## src/rtl/sdaq_pkg.sv

```systemverilog
`timescale 1ns / 1ps
// sdaq_pkg: shared types, constants and state codes of the deadline alarm queue.
// No dependencies; imported by sorted_deadline_alarm_queue.
package sdaq_pkg;

   localparam int QUEUE_DEPTH_DEF = 16;
   localparam int TIME_WIDTH_DEF  = 32;

   localparam int ID_W      = 8;
   localparam int DUR_W     = 16;
   localparam int NOW_W     = 32;
   localparam int TPU_W     = 10;
   localparam int PROD_W    = DUR_W + TPU_W;
   localparam int CNT_OUT_W = 5;

   localparam logic [TPU_W-1:0] TPU_RESET = TPU_W'(100);

   localparam int CSR_ADDR_W = 3;
   localparam int CSR_DATA_W = 32;
   // register index = byte address / 4
   localparam logic [0:0] REG_TICKS_PER_UNIT = 1'b0;

   localparam logic OP_SLEEP = 1'b0;
   localparam logic OP_CHECK = 1'b1;

   localparam logic STATUS_OK   = 1'b0;
   localparam logic STATUS_FULL = 1'b1;

   typedef struct packed {
      logic             operation;
      logic [ID_W-1:0]  waiter_id;
      logic [DUR_W-1:0] duration;
      logic [NOW_W-1:0] now;
   } req_type;

   typedef struct packed {
      logic                 woke;
      logic [ID_W-1:0]      woken_id;
      logic                 last;
      logic                 status;
      logic [CNT_OUT_W-1:0] waiting_count;
   } rsp_type;

   typedef enum logic [3:0] {
      S_IDLE,
      S_MUL,
      S_ADD,
      S_SCAN_RD,
      S_SCAN_CMP,
      S_SHIFT_RD,
      S_SHIFT_WR,
      S_INSERT,
      S_CHK_RD,
      S_CHK_CMP,
      S_REPLY
   } state_type;

endpackage

```

## src/rtl/sorted_deadline_alarm_queue.sv

```systemverilog
`timescale 1ns / 1ps
// sorted_deadline_alarm_queue: deadline-sorted alarm queue, top level.
// Depends on sdaq_pkg and sdaq_ram.

// Waiters are held in one RAM as a ring (head pointer plus count), each word
// {deadline, id}, kept in deadline order. A sleep item works out
// deadline = now + duration * ticks_per_unit (multiplied in S_MUL, then
// added in S_ADD), scans from the head for the first entry due strictly
// later, moves the tail up one slot at a time and writes the new entry;
// each compare or move is a read/compare or read/write pair around the
// RAM's registered read. A full queue answers at once with the full status.
// A check item reads the head, pops it if its signed distance to now is zero
// or less and repeats. Each result is held back one step so that the final
// one can carry last. Items are taken one at a time; req_stall is high until
// the final result has been loaded into the output register. The RAM needs
// no clearing after reset: only entries below the count are ever used.
module sorted_deadline_alarm_queue
   import sdaq_pkg::*;
#(
   parameter int QUEUE_DEPTH = QUEUE_DEPTH_DEF,
   parameter int TIME_WIDTH  = TIME_WIDTH_DEF
) (
   input  logic                  clock,
   input  logic                  reset,
   // request channel
   input  logic                  req_valid,
   output logic                  req_stall,
   input  req_type               req_data,
   // result channel
   output logic                  rsp_valid,
   input  logic                  rsp_stall,
   output rsp_type               rsp_data,
   // register port
   input  logic                  psel,
   input  logic                  penable,
   input  logic                  pwrite,
   input  logic [CSR_ADDR_W-1:0] paddr,
   input  logic [CSR_DATA_W-1:0] pwdata,
   output logic [CSR_DATA_W-1:0] prdata,
   output logic                  pready
);

   localparam int PTR_W = $clog2(QUEUE_DEPTH);
   localparam int CNT_W = $clog2(QUEUE_DEPTH + 1);
   localparam int ENT_W = TIME_WIDTH + ID_W;

   // ---------------------------------------------------------------- csr
   logic [TPU_W-1:0] tpu_ff;
   logic             csr_wr;
   logic             csr_hit;

   assign pready  = 1'b1;
   assign csr_hit = (paddr[CSR_ADDR_W-1:2] == REG_TICKS_PER_UNIT);
   assign csr_wr  = psel && penable && pwrite && pready;
   assign prdata  = csr_hit ? CSR_DATA_W'(tpu_ff) : '0;

   always_ff @(posedge clock) begin
      if (reset) begin
         tpu_ff <= TPU_RESET;
      end else if (csr_wr && csr_hit) begin
         tpu_ff <= pwdata[TPU_W-1:0];
      end
   end

   // ---------------------------------------------------------------- state
   state_type            state_ff, state_in;
   logic [PTR_W-1:0]     head_ff, head_in;
   logic [CNT_W-1:0]     count_ff, count_in;
   logic [CNT_W-1:0]     idx_ff, idx_in;      // scan index / move index
   logic [CNT_W-1:0]     pos_ff, pos_in;      // insert position
   logic                 have_pend_ff, have_pend_in;
   logic                 reply_status_ff, reply_status_in;
   logic                 rsp_valid_ff, rsp_valid_in;

   // payload registers
   logic                  op_ff, op_in;
   logic [ID_W-1:0]       id_ff, id_in;
   logic [DUR_W-1:0]      dur_ff, dur_in;
   logic [TIME_WIDTH-1:0] now_ff, now_in;
   logic [PROD_W-1:0]     prod_ff, prod_in;
   logic [TIME_WIDTH-1:0] dl_ff, dl_in;
   logic [ID_W-1:0]       pend_id_ff, pend_id_in;
   logic [CNT_W-1:0]      pend_cnt_ff, pend_cnt_in;
   rsp_type               rsp_ff, rsp_in;

   // RAM
   logic                  ram_we;
   logic [PTR_W-1:0]      ram_waddr, ram_raddr;
   logic [ENT_W-1:0]      ram_wdata, ram_rdata;
   logic [TIME_WIDTH-1:0] rd_dl;
   logic [ID_W-1:0]       rd_id;

   logic out_free;
   logic head_due;

   assign rd_dl = ram_rdata[ENT_W-1:ID_W];
   assign rd_id = ram_rdata[ID_W-1:0];

   // ring slot of queue position ofs (ofs below depth)
   function automatic logic [PTR_W-1:0] slot(input logic [PTR_W-1:0] hd,
                                             input logic [CNT_W-1:0] ofs);
      logic [PTR_W:0] sum;
      sum = {1'b0, hd} + (PTR_W+1)'(ofs);
      if (sum >= (PTR_W+1)'(QUEUE_DEPTH)) begin
         sum = sum - (PTR_W+1)'(QUEUE_DEPTH);
      end
      return sum[PTR_W-1:0];
   endfunction

   // a later than b as a signed difference
   function automatic logic time_after(input logic [TIME_WIDTH-1:0] a,
                                       input logic [TIME_WIDTH-1:0] b);
      logic [TIME_WIDTH-1:0] d;
      d = a - b;
      return (d != '0) && !d[TIME_WIDTH-1];
   endfunction

   sdaq_ram #(
      .WIDTH(ENT_W),
      .DEPTH(QUEUE_DEPTH)
   ) u_store (
      .clock (clock),
      .we    (ram_we),
      .waddr (ram_waddr),
      .wdata (ram_wdata),
      .raddr (ram_raddr),
      .rdata (ram_rdata)
   );

   assign out_free  = !rsp_valid_ff || !rsp_stall;
   assign req_stall = (state_ff != S_IDLE);
   assign rsp_valid = rsp_valid_ff;
   assign rsp_data  = rsp_ff;
   assign head_due  = !time_after(rd_dl, now_ff);

   always_comb begin
      state_in        = state_ff;
      head_in         = head_ff;
      count_in        = count_ff;
      idx_in          = idx_ff;
      pos_in          = pos_ff;
      have_pend_in    = have_pend_ff;
      reply_status_in = reply_status_ff;
      op_in           = op_ff;
      id_in           = id_ff;
      dur_in          = dur_ff;
      now_in          = now_ff;
      prod_in         = prod_ff;
      dl_in           = dl_ff;
      pend_id_in      = pend_id_ff;
      pend_cnt_in     = pend_cnt_ff;
      rsp_in          = rsp_ff;
      rsp_valid_in    = rsp_valid_ff && rsp_stall;
      ram_we          = 1'b0;
      ram_waddr       = slot(head_ff, idx_ff);
      ram_wdata       = ram_rdata;
      ram_raddr       = slot(head_ff, idx_ff);

      case (state_ff)
         S_IDLE: begin
            if (req_valid) begin
               op_in           = req_data.operation;
               id_in           = req_data.waiter_id;
               dur_in          = req_data.duration;
               now_in          = TIME_WIDTH'(req_data.now);
               have_pend_in    = 1'b0;
               reply_status_in = STATUS_OK;
               idx_in          = '0;
               if (req_data.operation == OP_SLEEP) begin
                  if (count_ff == CNT_W'(QUEUE_DEPTH)) begin
                     reply_status_in = STATUS_FULL;
                     state_in        = S_REPLY;
                  end else begin
                     state_in = S_MUL;
                  end
               end else begin
                  state_in = S_CHK_RD;
               end
            end
         end
         S_MUL: begin
            prod_in  = PROD_W'(dur_ff) * PROD_W'(tpu_ff);
            state_in = S_ADD;
         end
         S_ADD: begin
            dl_in    = now_ff + TIME_WIDTH'(prod_ff);
            state_in = S_SCAN_RD;
         end
         S_SCAN_RD: begin
            if (idx_ff == count_ff) begin
               pos_in   = count_ff;   // nothing later: goes at the tail
               idx_in   = count_ff;
               state_in = S_SHIFT_RD;
            end else begin
               state_in = S_SCAN_CMP;
            end
         end
         S_SCAN_CMP: begin
            if (time_after(rd_dl, dl_ff)) begin
               pos_in   = idx_ff;
               idx_in   = count_ff;
               state_in = S_SHIFT_RD;
            end else begin
               idx_in   = idx_ff + 1'b1;
               state_in = S_SCAN_RD;
            end
         end
         S_SHIFT_RD: begin
            // reads always sit below the last write, so no overlap
            ram_raddr = slot(head_ff, idx_ff - 1'b1);
            if (idx_ff == pos_ff) begin
               state_in = S_INSERT;
            end else begin
               state_in = S_SHIFT_WR;
            end
         end
         S_SHIFT_WR: begin
            ram_we   = 1'b1;
            ram_wdata = ram_rdata;
            idx_in   = idx_ff - 1'b1;
            state_in = S_SHIFT_RD;
         end
         S_INSERT: begin
            ram_we    = 1'b1;
            ram_waddr = slot(head_ff, pos_ff);
            ram_wdata = {dl_ff, id_ff};
            count_in  = count_ff + 1'b1;
            state_in  = S_REPLY;
         end
         S_CHK_RD: begin
            ram_raddr = head_ff;
            if (count_ff == '0) begin
               state_in = S_REPLY;
            end else begin
               state_in = S_CHK_CMP;
            end
         end
         S_CHK_CMP: begin
            ram_raddr = head_ff;   // keeps the head word steady while stalled
            if (!head_due) begin
               state_in = S_REPLY;
            end else if (!have_pend_ff || out_free) begin
               if (have_pend_ff) begin
                  rsp_in       = '{woke: 1'b1, woken_id: pend_id_ff, last: 1'b0,
                                   status: STATUS_OK,
                                   waiting_count: CNT_OUT_W'(pend_cnt_ff)};
                  rsp_valid_in = 1'b1;
               end
               have_pend_in = 1'b1;
               pend_id_in   = rd_id;
               pend_cnt_in  = count_ff - 1'b1;
               count_in     = count_ff - 1'b1;
               head_in      = (head_ff == PTR_W'(QUEUE_DEPTH - 1)) ? '0
                                                                  : head_ff + 1'b1;
               state_in     = S_CHK_RD;
            end
         end
         S_REPLY: begin
            if (out_free) begin
               if (have_pend_ff) begin
                  rsp_in = '{woke: 1'b1, woken_id: pend_id_ff, last: 1'b1,
                             status: STATUS_OK,
                             waiting_count: CNT_OUT_W'(pend_cnt_ff)};
               end else begin
                  rsp_in = '{woke: 1'b0, woken_id: '0, last: 1'b1,
                             status: reply_status_ff,
                             waiting_count: CNT_OUT_W'(count_ff)};
               end
               rsp_valid_in = 1'b1;
               have_pend_in = 1'b0;
               state_in     = S_IDLE;
            end
         end
         default: begin
            state_in = S_IDLE;
         end
      endcase
   end

   always_ff @(posedge clock) begin
      if (reset) begin
         state_ff        <= S_IDLE;
         head_ff         <= '0;
         count_ff        <= '0;
         idx_ff          <= '0;
         pos_ff          <= '0;
         have_pend_ff    <= 1'b0;
         reply_status_ff <= STATUS_OK;
         rsp_valid_ff    <= 1'b0;
      end else begin
         state_ff        <= state_in;
         head_ff         <= head_in;
         count_ff        <= count_in;
         idx_ff          <= idx_in;
         pos_ff          <= pos_in;
         have_pend_ff    <= have_pend_in;
         reply_status_ff <= reply_status_in;
         rsp_valid_ff    <= rsp_valid_in;
      end
   end

   always_ff @(posedge clock) begin
      op_ff       <= op_in;
      id_ff       <= id_in;
      dur_ff      <= dur_in;
      now_ff      <= now_in;
      prod_ff     <= prod_in;
      dl_ff       <= dl_in;
      pend_id_ff  <= pend_id_in;
      pend_cnt_ff <= pend_cnt_in;
      rsp_ff      <= rsp_in;
   end

   // ---------------------------------------------------------------- checks
   a_count_bound: assert property (@(posedge clock) disable iff (reset)
      count_ff <= CNT_W'(QUEUE_DEPTH))
      else $error("queue count above depth");

   a_full_reply: assert property (@(posedge clock) disable iff (reset)
      (state_ff == S_REPLY && reply_status_ff == STATUS_FULL)
         |-> (count_ff == CNT_W'(QUEUE_DEPTH) && op_ff == OP_SLEEP))
      else $error("full status without a full queue");

   a_no_write_idle: assert property (@(posedge clock) disable iff (reset)
      ram_we |-> (op_ff == OP_SLEEP && state_ff != S_IDLE))
      else $error("store written outside a sleep insert");

   a_woke_on_check: assert property (@(posedge clock) disable iff (reset)
      (rsp_valid_in && rsp_in.woke && !(rsp_valid_ff && rsp_stall))
         |-> op_ff == OP_CHECK)
      else $error("woken waiter reported for a sleep item");

endmodule

```

## src/rtl/sdaq_ram.sv

```systemverilog
`timescale 1ns / 1ps
// sdaq_ram: generic simple dual-port RAM, one write and one registered read port.
// No dependencies.
module sdaq_ram #(
   parameter int WIDTH = 8,
   parameter int DEPTH = 16
) (
   input  logic                     clock,
   input  logic                     we,
   input  logic [$clog2(DEPTH)-1:0] waddr,
   input  logic [WIDTH-1:0]         wdata,
   input  logic [$clog2(DEPTH)-1:0] raddr,
   output logic [WIDTH-1:0]         rdata
);

   logic [WIDTH-1:0] mem [DEPTH];
   logic [WIDTH-1:0] rdata_ff;

   always_ff @(posedge clock) begin
      if (we) begin
         mem[waddr] <= wdata;
      end
      rdata_ff <= mem[raddr];
   end

   assign rdata = rdata_ff;

endmodule

```

## config.mk

```make
export PLATFORM = sky130hd
export DESIGN_NAME = sorted_deadline_alarm_queue
export DESIGN_NICKNAME = d
export VERILOG_FILES = /design/src/rtl/sdaq_pkg.sv /design/src/rtl/sorted_deadline_alarm_queue.sv /design/src/rtl/sdaq_ram.sv
export SDC_FILE = /design/constraint.sdc
export NUM_CORES = 2
export LEC_CHECK = 0
export BUFFER_PORTS_ARGS = -buffer_cell sky130_fd_sc_hd__buf_2
export CELL_PAD_IN_SITES_DETAIL_PLACEMENT = 1
export CELL_PAD_IN_SITES_GLOBAL_PLACEMENT = 1
export CORE_UTILIZATION = 46
export CTS_CLUSTER_SIZE = 24
export DETAILED_ROUTE_END_ITERATION = 7
export HOLD_SLACK_MARGIN = 0.03
export PLACE_DENSITY = 0.82
export SKIP_LAST_GASP = 1
export SYNTH_ARGS = -nofsm -noshare
export SYNTH_HDL_FRONTEND = slang
export SYNTH_SLANG_ARGS = --single-unit
```

## constraint.sdc

```tcl
create_clock -name clock -period 6.3 [get_ports clock]
set_input_delay 0.315 -clock clock [delete_from_list [all_inputs] [get_ports clock]]
set_output_delay 0.315 -clock clock [all_outputs]
set_load 0.05 [all_outputs]
```

---- Word level (Yosys, flattened, before mapping) ----
Memories as Yosys holds them, arrays and structs flattened. A register that Yosys moved wholly into a read port is not among the register bits.
Index checks and enable logic that the tools add are counted.
storage, ports and cells
  register bits after elaboration ......... 179
  RAM bits ................................ 640
  input bits .............................. 99
  output and inout bits ................... 51
  logic and storage cells ................. 146
  memories kept ........................... 1
memory list
  memory       words  width  rd ports  clocked after memory_dff  write ports  line            RTL
  u_store.mem  16     40     1         1                         1            sdaq_ram.sv:16  logic [WIDTH-1:0] mem [DEPTH];
cells by class
  add/subtract/negate cells ............... 14
  multiply operators ...................... 1
  order comparisons ....................... 3
  equality and inequality tests ........... 22
  multiplexer cells ....................... 49
  bitwise logic cells ..................... 2
  reductions and logical operators ........ 33
operator list
  cell                                                 number
  two-way mux 16 bit                                   5
  nonzero test 32 bit                                  2
  subtractor 32 bit                                    2
  two-way mux 4 bit                                    11
  case mux 4 bit (11 select lines)                     1
  two-way mux 40 bit                                   1
  adder 32 x 26 -> 32 bit                              1
  case mux 16 bit (2 select lines)                     1
  two-way mux 5 bit                                    6
  multiplier 16 x 10 -> 26 bit                         1
  case mux 5 bit (2 select lines)                      2
  case mux 5 bit (4 select lines)                      1
  equality test 4 x 3 -> 1 bit, second input constant  4
  equality test 4 bit, second input constant           4
  adder 4 x 5 -> 5 bit                                 3
  >= comparator 5 bit, second input constant           3
  two-way mux 1 bit                                    15
  AND reduction 3 bit                                  5
  inequality test 2 bit, second input constant         7
  subtractor 4 x 1 -> 4 bit, second input constant     3
  adder 5 x 1 -> 5 bit, second input constant          2
  equality test 5 bit                                  2
  two-way mux 10 bit                                   1
  AND reduction 5 bit                                  2
  other kinds (22)                                     39

---- Logic depth before layout (Yosys ltp) ----
  word-level depth ........................ 6
  gate-level depth with buffers ........... 24
  gate-level depth less buffers ........... 22

---- Cells and area by module ----
A second synthesis with hierarchy kept.
second synthesis, totals
  cells, all modules ...................... 3,157
  area, all modules ....................... 43,524.2 um^2
by module, submodules not included
  module                       instances  cells an instance  area an instance (um^2)  seq. area each (um^2)
  sdaq_ram                     1          1,040              25,131.6                 20,019.2
  sorted_deadline_alarm_queue  1          2,117              18,392.6                 5,014.8

---- Least setup slack after synthesis ----
Ideal clock, no wire load.
  path type ............................... flip-flop to flip-flop
  start point ............................. register tpu_ff[1]
  end point ............................... register prod_ff[24], data pin
  library setup time ...................... 0.258 ns
  arrival ................................. 5.843 ns
  required time ........................... 6.042 ns
  setup slack ............................. 0.199 ns
  cell stages (with the launch flop) ...... 25
  path buffers ............................ 2
  period minus slack after synthesis ...... 6.101 ns
  path through ............................ dfxtp_1 > clkbuf_1 > clkbuf_1 > nand2_1 > fa_1 > inv_1 > fa_1 > inv_1 > fa_1 > inv_1 > fa_1 > inv_1 > fa_1 > inv_1 > ha_1 > nand2_1 > o21ai_0 > a41oi_1 > a2111oi_0 > nor3_1 > nor4b_1 > o21ai_0 > a21oi_1 > o41a_1 > xor2_1
on the way
  word-level cells in the longest chain between the ends .. 1
ends and longest elaborated chain
  element                       line                                RTL
  from (decl)                   sorted_deadline_alarm_queue.sv:48   logic [TPU_W-1:0] tpu_ff;
  from (signal assigned)        sorted_deadline_alarm_queue.sv:61   tpu_ff <= pwdata[TPU_W-1:0];
  multiplier 16 x 10 -> 26 bit  sorted_deadline_alarm_queue.sv:182  prod_in = PROD_W'(dur_ff) * PROD_W'(tpu_ff);
  to (signal assigned)          sorted_deadline_alarm_queue.sv:307  prod_ff <= prod_in;
  to (decl)                     sorted_deadline_alarm_queue.sv:80   logic [PROD_W-1:0] prod_ff, prod_in;
Every way passes these cells.
A chain may end at the register's enable or synchronous reset.

---- Worst setup path in the final report ----
  start point ............................. register dur_ff[4]
  end point ............................... register prod_ff[23], data pin
on the way
  word-level cells in the longest chain between the ends .. 1
ends and longest elaborated chain
  element                       line                                RTL
  from (decl)                   sorted_deadline_alarm_queue.sv:78   logic [DUR_W-1:0] dur_ff, dur_in;
  from (signal assigned)        sorted_deadline_alarm_queue.sv:305  dur_ff <= dur_in;
  multiplier 16 x 10 -> 26 bit  sorted_deadline_alarm_queue.sv:182
Every way passes these cells.

==> summary.txt <==
status: finished, final reports clean
Net Switching: 7.600 mW
fin crit period: 6.063 ns
DR WL/cell: 24.73 um
final cell count without fillers: 5382
PD cells: 408.0 nW/um^2
std cell rows: 113
Reg2Reg Setup Slack: 0.24 ns
depth of the CTS H-tree: 3
Setup Skew: 0.08156 ns
hold_sp: reset
P_int: 13.07 mW
Hold WC Path Type: primary input to flip-flop
Max Cap Viol: 0
Fill cells: 9970
hold_ws: 0.1800 ns
area post-placement: 46740 um^2
Crit Path Max Fanout: 10
CTS tree: built
die height: 312.9 um
initial antenna violation count: 0
final hold violations: 0
kind of critical path: flip-flop to flip-flop
Most Used Layer, Global Route: met2
largest net degree at the start of global routing: 186
Setup WS post-layout: 0.2369 ns
# nets final: 4416
Worst setup SP type: flip-flop
Synth Register Bits: 859
fin area: 50650 um^2
Global Route met3 Usage: 0.03262
CTS buffer count: 92
Critical Path RT: 6.73 ns
Crit. End Element: flip-flop
FMAX: 164.9 MHz
met2 Use GR: 0.4660
remaining antenna violation count after routing: 0
# port buffers: 102
post-synthesis cell type count: 81
final setup fails: 0
synthesized netlist cell count: 3888
Top-Level Pins: 150
compound-cell area share of the yosys netlist: 0.1398
Remaining DRCs: 0
vias in the first global route: 34460
Seq pwr share: 0.355
simple-gate share of the synthesized area: 0.1321
CTS max path bufs: 3
aggregate global routing overflow: 0
switching power share of the total: 0.3678
Post-synth ARST share: 0
routed via count: 32250
fin. max-slew vios: 0
mux cell area share after synthesis: 0.004306
DIE WIDTH: 312.9 um
DP Cell Count: 5138
Syn Area/Cell: 11.43 um^2
XOR/XNOR Fraction of Synth Area: 0.01951
die footprint: 97880 um^2
post-synth top area share: 0.5289
post-synthesis sequential area ratio: 0.5631
met1 Resource Use GR: 0.3402
most frequent cells in the layout: edfxtp_1 (783), nand2_1 (606), and2_1 (245), inv_1 (240), a211oi_1 (226)
Clock Sink Count: 859
YS warnings: 0
fraction of layout cells with a size suffix above 1: 0.09934
final wirelength: 133100 um
crit path DAT: 6.49 ns
Pleak: 18.75 nW
most common cell after layout, fill and taps aside: edfxtp_1
Rel. slew slack: 0.1999
Post-synth EDFFs: 783
end-of-flow core utilization: 0.5315
Clock Latency Late Sink: 0.70 ns
ant diodes: 0
DP Worst Slack: 0.08194 ns
Core Box Area: 95290 um^2
r2r startpoint: dur_ff[4]$_DFFE_PP_
routability congestion estimate: 0.9276
first-pass GRT wire length: 201900 um
gr usage total: 0.2684
adder-cell share of the synthesized area: 0.09812
DP HPWL: 85700 um
maximum vdd drop: 0.0005552 V
final worst-path cycle share: 0.9624
vias per cell: 5.992
Reg clk slew, reported paths: 0.06 ns
DR pass1 iterations: 5
Critical Path Source: dur_ff[4]$_DFFE_PP_
starting density of the core: 0.4665
RSZ-0062 raised after global routing: yes
Layout area overhead: 13.94%
clk root buf: clkbuf_16
top cells by area, synth: edfxtp_1 (53%), fa_1 (5.2%), nand2_1 (5.1%), ha_1 (4.6%), a211oi_1 (3.8%)
Worst Tran Pin Value: 1.189 ns
combinational family with the most area after synthesis: compound AO/OA/AOI/OAI gates
leading area contributor after synthesis: edfxtp_1
mapped cell area: 44450 um^2
Clk pwr share: 0.274
Comb power frac: 0.371
initial DRC count: 2749
Main synth FF type: edfxtp_1
-- cell families after synthesis --
group | count (synthesis)
buffers and inverters | 484
AND/OR/NAND/NOR | 1238
XOR/XNOR | 99
AO/OA/AOI/OAI | 909
other | 2
adder cells (fa/ha/maj) | 279
multiplexers | 18
flip-flops | 859
-- through the flow --
stage	setup TNS (ns)	total power, mW
3_5_place_dp	0	14.79
3_3_place_gp	0	14.41
5_1_grt	-0.05713	21.65
4_1_cts	0	20.59
2_1_floorplan	0	12.51
6_report	0	20.67
-- cells in the mapped netlist (12+ instances only) --
| master | number |
|---|---|
| nor4_1 | 17 |
| o211ai_1 | 18 |
| a21o_1 | 30 |
| or3_1 | 15 |
| xor2_1 | 25 |
| a211oi_1 | 227 |
| edfxtp_1 | 783 |
| inv_1 | 240 |
| dfxtp_1 | 76 |
| o31ai_1 | 12 |
| a311oi_1 | 85 |
| nor3_1 | 42 |
| buf_4 | 23 |
| a31oi_1 | 102 |
| nand4_1 | 20 |
| nand2_1 | 607 |
| nor2_1 | 124 |
| nand3_1 | 45 |
| fa_1 | 116 |
| xnor2_1 | 74 |
| nand2b_1 | 18 |
| ha_1 | 163 |
| clkbuf_1 | 210 |
| o21a_1 | 23 |
| and3_1 | 18 |
| o21ai_0 | 105 |
| a21oi_1 | 200 |
| nor2b_1 | 43 |
| and2_1 | 246 |
-- layer usage --
metal  vias up  part of all wire
li1      14430                 -
met1     16420              0.41
met2      1126              0.50
met3       276             0.052
met4         0             0.038
met5         -                 0
-- power groups by stage --
stage | registers (mW) | logic (mW) | clock network (mW)
after floorplan | 7.22 | 5.29 | 0
after global placement | 7.42 | 6.99 | 0
after detailed placement | 7.44 | 7.36 | 0
after CTS | 7.32 | 7.53 | 5.73
after global routing | 7.35 | 8.38 | 5.92
final | 7.33 | 7.66 | 5.67
-- flip-flops by register name (all words and copies together) (netlist names) --
signal / cells
idx_ff: 5
u_store.rdata: 40
tpu_ff: 10
reply_status_ff: 1
dur_ff: 16
count_ff: 5
pend_id_ff: 8
now_ff: 32
have_pend_ff: 1
u_store.mem: 640
head_ff: 4
pos_ff: 5
id_ff: 8
prod_ff: 26
dl_ff: 32
pend_cnt_ff: 5
state_ff: 4
rsp_valid: 1
rsp_data: 16
-- cell type report --
type                            instances  area, um^2  share of cell area
Clock buffer                          130        2565             0.05064
Tap cell                             1265        1583             0.03125
Multi-Input combinational cell       2566       17810              0.3517
Sequential cell                       859       25030              0.4943
Clock inverter                         43       615.6             0.01215
Timing Repair Buffer                  279        2137             0.04219
Inverter                              240       900.9             0.01779
-- critical path: stages, from the launching register on --
cell and delay (ns):
edfxtp_1 0.55, and2_1 0.26, fa_1 0.51, inv_1 0.06
fa_1 0.53, inv_1 0.05, fa_1 0.45, fa_1 0.49
inv_1 0.05, fa_1 0.47, inv_1 0.04, ha_1 0.37
and3_1 0.24, a211o_1 0.33, a311o_1 0.27, a21oi_1 0.28
o21bai_1 0.16, a211oi_2 0.27, buf_4 0.17, o21a_1 0.15
xnor2_1 0.08
-- what timing repair did --
action / in CTS / in global routing
resized for setup: 1 / 3
endpoints found under the setup margin: 2 / 5
cloned: 0 / 0
endpoints found under the hold margin: 71 / 0
buffers inserted: 0 / 2
hold buffers: 69 / 0
pin swaps: 0 / 2
-- path summary, 6_finish.rpt --
kind	end	depth (start not counted)
min	pos_ff[2]$_SDFFE_PP0P_	2
min reg2reg	pend_id_ff[6]$_DFFE_PP_	0
max reg2reg	prod_ff[23]$_DFFE_PP_	20
max	prod_ff[23]$_DFFE_PP_	20
Note: power is estimated with default switching activity, not from simulation.
